**src/rtl/core/gcsp_pkg.sv**
```systemverilog
// shared types, codes and constants of the gesture controlled sample player
package gcsp_pkg;

  // default store depth and register reset values
  localparam int SAMPLE_DEPTH_DEF = 4096;
  localparam logic [7:0]  PWM_TOP_RST    = 8'd199;
  localparam logic [12:0] SAMPLE_LEN_RST = 13'd4096;
  localparam logic [12:0] RANGE_NEAR_RST = 13'd80;
  localparam logic [12:0] RANGE_FAR_RST  = 13'd800;

  // gesture timing in milliseconds
  localparam logic [31:0] ENTRY_GAP_MS  = 32'd500;
  localparam logic [31:0] SCRATCH_WIN_MS = 32'd300;
  localparam logic [31:0] HOLD_MS       = 32'd300;

  // rates, counts and steps
  localparam logic [3:0] RATE_BASE    = 4'd5;
  localparam logic [3:0] SCRATCH_RATE = 4'd2;
  localparam logic [7:0] MIN_ENTRIES  = 8'd2;
  localparam logic [7:0] FAST_ENTRIES = 8'd4;
  localparam logic signed [3:0] STEP_FWD  = 4'sd1;
  localparam logic signed [3:0] STEP_SLOW = 4'sd3;
  localparam logic signed [3:0] STEP_FAST = 4'sd6;

  // rate ratio divider widths: 10 * (d - near) over (far - near)
  localparam int DIV_NUM_W = 17;
  localparam int DIV_DEN_W = 13;
  localparam int DIV_QUO_W = 4;

  // command codes
  typedef enum logic [1:0] {
    FUNC_TICK  = 2'd0,
    FUNC_SENSE = 2'd1,
    FUNC_START = 2'd2,
    FUNC_LOAD  = 2'd3
  } func_t;

  // configuration register indexes
  typedef enum logic [1:0] {
    REG_PWM_TOP    = 2'd0,
    REG_SAMPLE_LEN = 2'd1,
    REG_RANGE_NEAR = 2'd2,
    REG_RANGE_FAR  = 2'd3
  } cfg_reg_t;

  // command word
  typedef struct packed {
    logic [1:0]  func;
    logic [12:0] distance_q4;
    logic [31:0] time_ms;
    logic [11:0] sample_address;
    logic [7:0]  sample_value;
  } cmd_word_t;

  // result word
  typedef struct packed {
    logic [7:0] pwm_duty;
    logic       scratch_active;
  } res_word_t;

  // divider handshake
  typedef struct packed {
    logic start;
    logic done;
  } div_ctrl_t;

endpackage

```
**src/rtl/core/gcsp_div.sv**
```systemverilog
// restoring divider for the distance ratio, one quotient bit per cycle
module gcsp_div (
  input  logic                           clk,
  input  logic                           rst,
  input  logic                           start,
  input  logic [gcsp_pkg::DIV_NUM_W-1:0] num,
  input  logic [gcsp_pkg::DIV_DEN_W-1:0] den,
  output logic                           done,
  output logic [gcsp_pkg::DIV_QUO_W-1:0] quo
);

  localparam int NW = gcsp_pkg::DIV_NUM_W;
  localparam int QW = gcsp_pkg::DIV_QUO_W;
  localparam int CW = $clog2(QW);

  logic [NW-1:0] rem;
  logic [NW-1:0] dsh;
  logic [CW-1:0] cnt;
  logic          busy;
  logic          ge;

  assign ge = (rem >= dsh);

  // control
  always_ff @(posedge clk) begin
    if (rst) begin
      busy <= 1'b0;
      done <= 1'b0;
      cnt  <= '0;
    end else begin
      done <= 1'b0;
      if (start) begin
        busy <= 1'b1;
        cnt  <= CW'(QW - 1);
      end else if (busy) begin
        cnt <= cnt - 1'b1;
        if (cnt == '0) begin
          busy <= 1'b0;
          done <= 1'b1;
        end
      end
    end
  end

  // datapath: compare, subtract, shift
  always_ff @(posedge clk) begin
    if (start) begin
      rem <= num;
      dsh <= NW'({den, {(QW-1){1'b0}}});
      quo <= '0;
    end else if (busy) begin
      if (ge) begin
        rem <= rem - dsh;
      end
      dsh <= dsh >> 1;
      quo <= {quo[QW-2:0], ge};
    end
  end

endmodule

```
**config.mk**
```make
export PLATFORM = sky130hd
export DESIGN_NAME = gcsp_div
export DESIGN_NICKNAME = d
export VERILOG_FILES = /design/src/rtl/core/gcsp_pkg.sv /design/src/rtl/core/gcsp_div.sv
export SDC_FILE = /design/constraint.sdc
export NUM_CORES = 1
export LEC_CHECK = 0
export BUFFER_PORTS_ARGS = -buffer_cell sky130_fd_sc_hd__clkbuf_2
export CORE_AREA = 2 2 94 73
export CTS_BUF_LIST = sky130_fd_sc_hd__clkbuf_16
export CTS_CLUSTER_SIZE = 16
export DETAILED_ROUTE_END_ITERATION = 10
export DIE_AREA = 0 0 96 75
export MAX_ROUTING_LAYER = met4
export SLEW_MARGIN = 30
export SYNTH_ARGS = -nofsm -noshare
export SYNTH_HDL_FRONTEND = slang
export SYNTH_SLANG_ARGS = --single-unit
```
**constraint.sdc**
```tcl
create_clock -name clk -period 2.47 [get_ports clk]
set_input_delay 0.494 -clock clk [delete_from_list [all_inputs] [get_ports clk]]
set_output_delay 0.494 -clock clk [all_outputs]
set_load 0.005 [all_outputs]
```
* After elaboration in Yosys (flattened, before gate mapping)
Cells that the tools add are included.
** Cells by class
- $add $sub $neg :: 2
- Order comparisons :: 1
- Mux-type cells :: 11
- Bitwise logic cells :: 1
- Reductions and logical operators :: 5
** Operators with widths (count)
- $mux 17 :: 3
- $mux 16 :: 2
- $ge 17x16->1 :: 1
- $sub 17x16->17 :: 1
- $mux 1 :: 4
- $mux 2 :: 2
- $reduce_bool 2->1 :: 2
- $reduce_or 3->1 :: 1
- $logic_not 2->1 :: 1
- $reduce_and 2->1 :: 1
- $sub 2x1->2 const B :: 1
- $not 1->1 :: 1
** Word-level totals
- Register bits :: 41
- Input bits :: 33
- Output and inout port bits :: 5
- Word-level logic and storage cells :: 27

* Logic depth before layout (Yosys ltp)
Gate-level depths: netlist of the first run.
- Depth after elaboration :: 4
- Gate-level depth with buffers :: 9
- Depth with buffers taken out :: 9

* Worst setup path after synthesis of the first run
OpenSTA, ideal clock, no wires.
- Path type :: register to register
- Start point :: reg rem[4]
- End point :: reg rem[0], enable pin
- Library setup time :: 395 ps
- Arrival time :: 2318 ps
- Required time :: 2075 ps
- Slack :: -243 ps
- Stages on the path, launching flop included :: 8
- Path buffers :: 0
- Clock period less this slack :: 2713 ps
- Cell sequence :: edfxtp_1 > ha_1 > nand3_2 > o21ba_4 > o21ai_4 > o21ai_1 > a21oi_2 > o21bai_1
** On the way
- Longest elaborated chain between the ends :: 3
** Ends and longest elaborated chain
- start: declaration :: line gcsp_div.sv:16 : logic [NW-1:0] rem;
- start signal: assignment :: line gcsp_div.sv:48 : rem <= num;
- start signal: assignment :: line gcsp_div.sv:53 : rem <= rem - dsh;
- $ge 17x16->1 :: line gcsp_div.sv:22 : assign ge = (rem >= dsh);
- $reduce_bool 2->1 (no line)
- $reduce_and 2->1 (no line)
No other way between the ends.
A chain may end at the register's enable or synchronous reset.

* Final worst setup path of the first run
- Start point :: reg rem[10]
- End point :: reg rem[7], enable pin
The elaborated chain is that of the path after synthesis.

==> results of run 1 <==
==> area by class of cell <==
class	count	area share
clock buffers	5	0.03693
clock inverters	3	0.004801
inverters	25	0.02770
multi-input cells	185	0.4117
flip-flops and latches	41	0.3309
well taps	81	0.02991
repair buffers	82	0.1581
==> path summary, 6_finish.rpt <==
check	to	slack (ns)	cells after the start
worst max-delay path	rem[7]	0.14	9
worst min-delay path	cnt[1]	0.42	2
worst max register to register	rem[7]	0.14	9
worst min register to register	quo[3]	0.50	2
==> worst max-delay path, delay by kind of cell, from the launching register on <==
kind	cells	cell delay [ns]
AOI/OAI and AO/OA	6	1.05
adders and majority gates	1	0.34
buffers and inverters	2	0.31
DFF	1	0.38
==> metrics by stage <==
step / std cells / TNS, ns / utilization / hold slack (ns) / instance area, µm²
6_report: 422 / 0 / 0.5443 / 0.4213 / 3388
5_1_grt: 422 / 0 / 0.5443 / 0.4298 / 3388
4_1_cts: 420 / 0 / 0.5377 / 0.4193 / 3347
3_5_place_dp: 412 / -3.819 / 0.5138 / 0.4908 / 3198
3_3_place_gp: 412 / -2.905 / 0.5138 / 0.4832 / 3198
2_1_floorplan: 261 / 0 / - / 0.4647 / 2646
==> power by group through the flow <==
| stage | Sequential, mW | Clock [mW] | Combinational [mW] |
|---|---|---|---|
| global placement | 0.923 | 0 | 1.25 |
| global route | 0.924 | 0.690 | 1.43 |
| detailed placement | 0.929 | 0 | 1.25 |
| finish | 0.913 | 0.641 | 1.30 |
| floorplan | 0.918 | 0 | 0.834 |
| CTS | 0.914 | 0.654 | 1.27 |
==> Yosys cell counts, drive strengths merged, types with 3 or more instances <==
cell type / number
mux2i: 6
nor2: 19
o211ai: 3
a21o: 8
clkbuf: 5
a21oi: 11
ha: 17
nor3b: 3
o31ai: 11
o21ai: 15
dfxtp: 11
a22o: 6
o21a: 3
xnor2: 6
buf: 5
inv: 24
edfxtp: 30
nand3: 5
nor4: 4
nand2b: 5
nand2: 24
a211oi: 6
==> cell families after synthesis <==
| group | Yosys count | share of synthesized area |
|---|---|---|
| AOI/OAI and AO/OA | 82 | 0.2462 |
| and+or+nand+nor | 70 | 0.1307 |
| DFF | 41 | 0.4242 |
| buffers and inverters | 35 | 0.05729 |
| adders and majority gates | 18 | 0.08807 |
| xor gates and xnor gates | 8 | 0.02652 |
| muxes | 7 | 0.02699 |
==> flip-flops by register name (all words and copies together), names as in the netlist <==
signal  flops
rem        17
cnt         2
dsh        16
done        1
busy        1
quo         4
==> layer usage <==
layer	vias to the layer above	track usage	wire, µm
met4	0	0.05079	49
met2	48	0.2647	2611
li1	1132	-	-
met5	-	-	0
met1	1015	0.2755	3204
met3	5	0.03504	258
==> cell usage in the layout (no fill, tap or decap), types with 6 or more instances in the layout <==
cell type  synthesis  final
buf_4              0     44
dfxtp_1           11     11
xnor2_1            6      6
nand2_1           23     23
o31ai_1           11     11
mux2i_1            6      6
o21ai_0            9      9
edfxtp_1          30     30
nor2_1            19     19
ha_1              17     17
clkbuf_2           0     37
a22o_1             6      6
inv_1             24     24
a21oi_1            8      8
a21o_1             8      8
==> timing repair <==
item	in CTS	in global routing
setup endpoints to repair	17	18
buffers inserted	0	2
hold endpoints to repair	0	0
gates resized for setup	1	2
pin swaps	0	2
==> out/results.tsv, run 1 <==
stage	metric	value	unit
floorplanning	# rows	25	
clock_network	H-Tree Depth	2	
timing	actual slew at the worst max-slew pin	0.5626	ns
power_and_ir_drop	Psw	0.9710	mW
synthesis	dominant cell type by area after synthesis	edfxtp_1	
power_and_ir_drop	Pwr Total	2.856	mW
clock_network	CTS root buffer	clkbuf_16	
timing	Clock Skews	0.005915	ns
synthesis	Mapped Area	0.002643	mm²
critical_path	Worst R2R Start	rem[10]	
drt	WL/cell	14.51	µm
placement	Detail Placement HPWL	4625	µm
clock_network	# hold bufs at CTS	0	
synthesis	Mapped Cells	261	
power_and_ir_drop	sequential power share	0.320	
timing	Tcrit/Tclk final	0.9417	
timing	Final setup viols	0	
final_layout	sequential cell area	0.001121	mm²
floorplanning	core area	0.006225	mm²
final_layout	Layout area overhead	28.22	%
global_route	antenna violations before repair	0	
drt	DRC Markers	0	
clock_network	Clock Pin Slew Worst Setup and Hold Paths	0.06	ns
drt	post-DR vias/cell	5.213	
drt	Routed Antenna Nets	0	
placement	pre-CTS WS	-0.2258	ns
timing	Final Worst Setup Slack	0.1440	ns
hold_path	worst hold path class	in -> reg	
clock_network	CTS sink count	41	
global_route	vias in the first global route	1992	
clock_network	clock buffer depth	2	
synthesis	syn avg cell area	10.12	µm²
critical_path	crit-path max cell delay	0.38	ns
timing	unrepaired setup endpoints after global routing	false	
critical_path	Worst Setup Start Kind	flop	
final_layout	nets@finish	391	
synthesis	top cells by area, synth	edfxtp_1 (34%), dfxtp_1 (8.3%), ha_1 (8.0%), inv_1 (3.4%), nand2_1 (3.3%)	
critical_path	Worst EP required	2.51	ns
global_route	largest net degree at the start of global routing	26	
timing	max_slew headroom	0.6235	
hold_path	Hold Startpoint	rst	
critical_path	crit path DAT	2.37	ns
timing	final hold vios	0	
power_and_ir_drop	power share of the clock group	0.224	
power_and_ir_drop	Lkg Pwr	1.503	nW
clock_network	CTS tree	yes	
floorplanning	die width	96	µm
critical_path	WS Path Type	reg -> reg	
timing	post-layout min period	2.326	ns
critical_path	critical path startpoint	rem[10]	
drt	DRT Wirelength	6124	µm
synthesis	async set-reset flop share out of synthesis	0	
global_route	GRT Total Usage	0.1878	
drt	number of DRC markers in iteration 0	65	
clock_network	clock buffer count from CTS	5	
placement	Final GP Congestion	0.8481	
floorplanning	io pins	38	
critical_path	Critical Path Fanout Max	17	
synthesis	post-synthesis sequential area ratio	0.4242	
critical_path	Worst Setup End Kind	flop	
final_layout	layout cells sized above 1	0.3314	
synthesis	Synth Flop Type	edfxtp_1	
floorplanning	die area	0.007200	mm²
floorplanning	Die Y	75	µm
critical_path	Most common cell on crit path	a21o_1	
power_and_ir_drop	combinational power share	0.456	
timing	max-slew violations	0	
synthesis	top cell type's share of synthesized area	0.3409	
drt	via count	2200	
critical_path	slowest stage cell, crit path	edfxtp_1	
status	outcome	finished, final reports clean	
power_and_ir_drop	power per cell area	842.9	mW/mm²
job	max cap viols	0	
global_route	first-pass GRT wire length	9832	µm
power_and_ir_drop	Peak VDD IR	0.0003535	V
synthesis	number of flops mapped to enable cells by yosys	30	
power_and_ir_drop	Sw Ratio	0.3400	
final_layout	area occupied by multi-input gates	0.001395	mm²
final_layout	Fill cells	571	
synthesis	syn nets	312	
global_route	GR Overflow Total	0	
critical_path	crit path cell chain	ha_1 -> buf_4 -> a21o_1 -> a21o_1 -> a221oi_2 -> o21ai_1 -> a21oi_2 -> o21bai_4 -> buf_12	
synthesis	Yosys reg bits	41	
floorplanning	Initial Utilization	0.4245	
final_layout	# diodes	0	
synthesis	post-synth cell types	62	
clock_network	Clock Latency Late Sink	0.28	ns
power_and_ir_drop	internal power	1.885	mW
placement	I/O Buffers	37	
drt	DR pass1 iterations	4	
timing	Fmax achieved	429.9	MHz
synthesis	Yosys warnings	0	
Note: power is estimated with default switching activity, not from simulation.
==> run 2, diff against run 1 <==
--- a/config.mk
+++ b/config.mk
@@ -12,6 +12,7 @@
 export DETAILED_ROUTE_END_ITERATION = 10
 export DIE_AREA = 0 0 96 75
 export MAX_ROUTING_LAYER = met4
+export REMOVE_ABC_BUFFERS = 1
 export SLEW_MARGIN = 30
 export SYNTH_ARGS = -nofsm -noshare
 export SYNTH_HDL_FRONTEND = slang
==> out/results.tsv, run 2 (synthesis results as in run 1) <==
stage	metric	value	unit
floorplanning	io pins	38	
placement	Final GP Congestion	0.8300	
timing	max_slew headroom	0.6057	
final_layout	register name with the most flops	rem	
final_layout	number of flip-flops in the largest register	17	
floorplanning	die width	96	µm
floorplanning	Die Y	75	µm
final_layout	area occupied by multi-input gates	0.001386	mm²
critical_path	Worst Setup Start Kind	flop	
placement	Detail Placement HPWL	4522	µm
critical_path	critical path startpoint	dsh[10]	
timing	Tcrit/Tclk final	0.9563	
global_route	met1 Use GR	0.2668	
drt	WL/cell	15.53	µm
critical_path	Worst EP required	2.50	ns
final_layout	largest registers	rem: 17 flops, dsh: 16 flops, quo: 4 flops	
drt	number of DRC markers in iteration 0	78	
global_route	met3 usage	0.04404	
critical_path	setup slack, reg-to-reg	0.11	ns
final_layout	# diodes	0	
clock_network	CTS tree	yes	
final_layout	sequential cell area	0.001121	mm²
clock_network	CTS root buffer	clkbuf_16	
clock_network	Clock Latency Late Sink	0.28	ns
global_route	first-pass GRT wire length	9784	µm
drt	DRC Markers	0	
clock_network	H-Tree Depth	2	
global_route	met2 GRT Util	0.2585	
critical_path	Worst Setup EP	rem[4]	
global_route	vias in the first global route	1980	
timing	Fmax achieved	423.3	MHz
critical_path	Crit Reg-Reg Endpoint	rem[4]	
final_layout	commonest non-fill, non-tap cell in the layout	clkbuf_2	
final_layout	most frequent cells in the layout	clkbuf_2 (37), edfxtp_1 (30), inv_1 (24)	
global_route	antenna violations before repair	0	
drt	Routed Antenna Nets	0	
hold_path	worst hold path class	in -> reg	
timing	post-layout min period	2.362	ns
timing	Final Worst Setup Slack	0.1079	ns
final_layout	nets@finish	356	
final_layout	layout cells sized above 1	0.2582	
clock_network	clock buffer count from CTS	5	
critical_path	crit path DAT	2.39	ns
global_route	GR Overflow Total	0	
drt	DRT Wirelength	6011	µm
drt	DR pass1 iterations	4	
placement	pre-CTS WS	0.1127	ns
power_and_ir_drop	Lkg Pwr	1.322	nW
power_and_ir_drop	Peak VDD IR	0.0003935	V
job	max cap viols	0	
placement	I/O Buffers	37	
timing	Final setup viols	0	
critical_path	Worst R2R Path Depth	9	
critical_path	Worst Setup End Kind	flop	
clock_network	clock buffer depth	2	
status	outcome	finished, final reports clean	
timing	actual slew at the worst max-slew pin	0.5915	ns
floorplanning	die area	0.007200	mm²
global_route	Most Crowded Layer GR	met1	
final_layout	Layout area overhead	17.47	%
global_route	GRT Total Usage	0.1814	
final_layout	Fill cells	571	
critical_path	Worst R2R Start	dsh[10]	
clock_network	CTS sink count	41	
floorplanning	# rows	25	
floorplanning	Initial Utilization	0.4245	
final_layout	post-layout util	0.4987	
clock_network	# hold bufs at CTS	0	
timing	max-slew violations	0	
timing	Clock Skews	0.003893	ns
global_route	largest net degree at the start of global routing	30	
floorplanning	core area	0.006225	mm²
power_and_ir_drop	power per cell area	857.9	mW/mm²
timing	final hold vios	0	
drt	via count	2048	
timing	unrepaired setup endpoints after global routing	false	
clock_network	Clock Pin Slew Worst Setup and Hold Paths	0.06	ns
critical_path	WS Path Type	reg -> reg	
critical_path	Critical Path Fanout Max	10	
drt	post-DR vias/cell	5.292	
[run 2: final cells by class]
class,instances,share of cell area
clock buffer,5,0.04031
clock inverter,3,0.005240
inverter,25,0.03023
sequential,41,0.3611
multi-input combinational,185,0.4466
timing repair buffer,47,0.08384
tap,81,0.03265
[run 2: how the worst min path moves through the flow]
stage,start,cells after the start,to
CTS,rst,2,cnt[1]
floorplan,dsh[0],2,dsh[0]
detailed placement,quo[3],2,quo[3]
finish,rst,2,cnt[1]
global route,rst,2,cnt[1]
global placement,quo[3],2,quo[3]
[run 2: layer usage]
metal | up-vias | routed length, µm
li1 | 1054 | -
met1 | 943 | 3272
met2 | 47 | 2448
met3 | 4 | 261
met4 | 0 | 29
met5 | - | 0
[run 2: through the flow]
step | TNS [ns] | power, mW | instance area (µm²) | hold WS, ns | cells
2_1_floorplan | -4.129 | 1.731 | 2585 | 0.4647 | 251
3_3_place_gp | 0 | 1.992 | 2947 | 0.4732 | 379
3_5_place_dp | 0 | 2.001 | 2947 | 0.5044 | 379
5_1_grt | 0 | 2.835 | 3104 | 0.4231 | 387
6_report | 0 | 2.663 | 3104 | 0.4267 | 387
4_1_cts | 0 | 2.653 | 3088 | 0.4190 | 387
[run 2: what timing repair did]
item,CTS,global route
resized for setup,0,4
buffers inserted,0,0
setup endpoints to repair,0,18
[run 2: critical path, stage by stage (launching register included)]
cell      delay [ns]
edfxtp_1        0.36
inv_1           0.10
ha_1            0.33
a21o_1          0.21
a21o_1          0.17
a221oi_1        0.32
o21ai_2         0.13
a21oi_2         0.18
o21bai_1        0.10
buf_4           0.20
[run 2: where the power goes]
group          leakage [nW]  switching, mW  internal [mW]
clock network        0.0739          0.274          0.372
logic                 0.850          0.624          0.478
registers             0.398         0.0402          0.875
==> run 3, diff against run 2 <==
--- a/config.mk
+++ b/config.mk
@@ -12,7 +12,7 @@
 export DETAILED_ROUTE_END_ITERATION = 10
 export DIE_AREA = 0 0 96 75
 export MAX_ROUTING_LAYER = met4
-export REMOVE_ABC_BUFFERS = 1
+export RECOVER_POWER = 50
 export SLEW_MARGIN = 30
 export SYNTH_ARGS = -nofsm -noshare
 export SYNTH_HDL_FRONTEND = slang
==> out/results.tsv, run 3 (synthesis results as in run 1) <==
stage	metric	value	unit
global_route	GRT Total Usage	0.1878	
critical_path	Worst EP required	2.47	ns
critical_path	Worst Setup End Kind	flop	
global_route	first-pass GRT wire length	9832	µm
drt	DRT Wirelength	6069	µm
floorplanning	Initial Utilization	0.4245	
power_and_ir_drop	combinational power share	0.455	
critical_path	CP top delay family	compound AO/OA/AOI/OAI gates	
floorplanning	io pins	38	
clock_network	CTS tree	yes	
final_layout	post-layout util	0.5425	
timing	Tcrit/Tclk final	0.9456	
power_and_ir_drop	internal power	1.882	mW
clock_network	clock buffer depth	2	
global_route	GR Overflow Total	0	
status	outcome	finished, final reports clean	
job	max cap viols	0	
critical_path	Worst Setup Start Kind	flop	
drt	number of DRC markers in iteration 0	59	
power_and_ir_drop	Lkg Pwr	1.491	nW
floorplanning	die area	0.007200	mm²
timing	final hold vios	0	
power_and_ir_drop	power share of the clock group	0.225	
drt	post-DR vias/cell	5.185	
power_and_ir_drop	Sw Ratio	0.3397	
drt	via count	2188	
final_layout	most frequent cells in the layout	buf_4 (41), clkbuf_2 (37), edfxtp_1 (30)	
clock_network	Clock Pin Slew Worst Setup and Hold Paths	0.06	ns
timing	hold_ws	0.4211	ns
clock_network	H-Tree Depth	2	
floorplanning	die width	96	µm
final_layout	Design Area, Final	0.003377	mm²
critical_path	Crit path buffers/inverters	1	
power_and_ir_drop	Peak VDD IR	0.0003519	V
floorplanning	# rows	25	
timing	Clock Skews	0.005810	ns
timing	actual slew at the worst max-slew pin	0.9919	ns
drt	WL/cell	14.38	µm
timing	post-layout min period	2.336	ns
timing	unrepaired setup endpoints after global routing	false	
clock_network	CTS root buffer	clkbuf_16	
final_layout	number of flip-flops in the largest register	17	
timing	Final Worst Setup Slack	0.1343	ns
global_route	vias in the first global route	1992	
power_and_ir_drop	power per cell area	844.2	mW/mm²
final_layout	register name with the most flops	rem	
timing	max-slew violations	0	
critical_path	crit path cell chain	ha_1 -> buf_4 -> and2b_1 -> o2111ai_2 -> nand2_1 -> a21o_1 -> a311oi_1 -> o41ai_2	
timing	Final setup viols	0	
floorplanning	core area	0.006225	mm²
critical_path	crit path DAT	2.33	ns
clock_network	clock buffer count from CTS	5	
final_layout	# diodes	0	
global_route	antenna violations before repair	0	
clock_network	CTS sink count	41	
drt	DRC Markers	0	
floorplanning	Die Y	75	µm
timing	max_slew headroom	0.3387	
placement	Final GP Congestion	0.8481	
hold_path	worst hold path class	in -> reg	
placement	pre-CTS WS	-0.2258	ns
final_layout	nets@finish	391	
drt	DR pass1 iterations	4	
drt	Routed Antenna Nets	0	
critical_path	Critical Path Fanout Max	3	
placement	Detail Placement HPWL	4625	µm
final_layout	commonest non-fill, non-tap cell in the layout	buf_4	
critical_path	slowest stage cell, crit path	edfxtp_1	
final_layout	largest registers	rem: 17 flops, dsh: 16 flops, quo: 4 flops	
final_layout	Layout area overhead	27.79	%
final_layout	Fill cells	576	
critical_path	WS Path Type	reg -> reg	
power_and_ir_drop	sequential power share	0.320	
global_route	largest net degree at the start of global routing	26	
timing	Fmax achieved	428.1	MHz
power_and_ir_drop	Psw	0.9684	mW
final_layout	layout cells sized above 1	0.3196	
placement	Area after DPL	0.003198	mm²
clock_network	Clock Latency Late Sink	0.28	ns
timing	setup TNS	0	ns
critical_path	crit-path max cell delay	0.38	ns
placement	I/O Buffers	37	
run 3: layout make-up:
| cell class | instances | area (µm²) | area share |
|---|---|---|---|
| clock buffers | 5 | 125.1 | 0.03705 |
| repair buffers | 82 | 524.3 | 0.1552 |
| inverters | 25 | 93.84 | 0.02779 |
| multi-input cells | 185 | 1395 | 0.4131 |
| well taps | 81 | 101.3 | 0.03001 |
| flip-flops and latches | 41 | 1121 | 0.3320 |
| clock inverters | 3 | 16.27 | 0.004817 |
run 3: power by group through the flow:
stage | clock, mW | sequential [mW] | combinational (mW)
2_1_floorplan | 0 | 0.918 | 0.834
3_5_place_dp | 0 | 0.929 | 1.25
3_3_place_gp | 0 | 0.923 | 1.25
4_1_cts | 0.654 | 0.914 | 1.27
6_report | 0.641 | 0.914 | 1.30
5_1_grt | 0.690 | 0.924 | 1.43
run 3: path summary, 6_finish.rpt:
| check | startpoint | slack (ns) | endpoint | depth (start not counted) |
|---|---|---|---|---|
| min | rst | 0.42 | cnt[1] | 2 |
| max reg2reg | rem[2] | 0.13 | rem[12] | 8 |
| min reg2reg | quo[3] | 0.50 | quo[3] | 2 |
| max | rem[2] | 0.13 | rem[12] | 8 |
run 3: routing by layer:
layer  share of wire  global-route usage  vias up
met4          0.0081             0.05079        0
met1            0.51              0.2755      999
met5               0                   -        -
met3           0.058             0.03504        5
met2            0.43              0.2647       55
li1                -                   -     1129
run 3: timing repair:
item / 4_1_cts / 5_1_grt
pin swaps: 0 / 2
hold buffers: 0 / 0
endpoints found under the setup margin: 17 / 18
setup buffers: 0 / 2
gates resized for setup: 1 / 2
run 3: stage by stage:
step / power [mW] / std cells
after floorplan: 1.752 / 261
after global placement: 2.170 / 412
after detailed placement: 2.180 / 412
after CTS: 2.834 / 420
after global routing: 3.041 / 422
final: 2.851 / 422
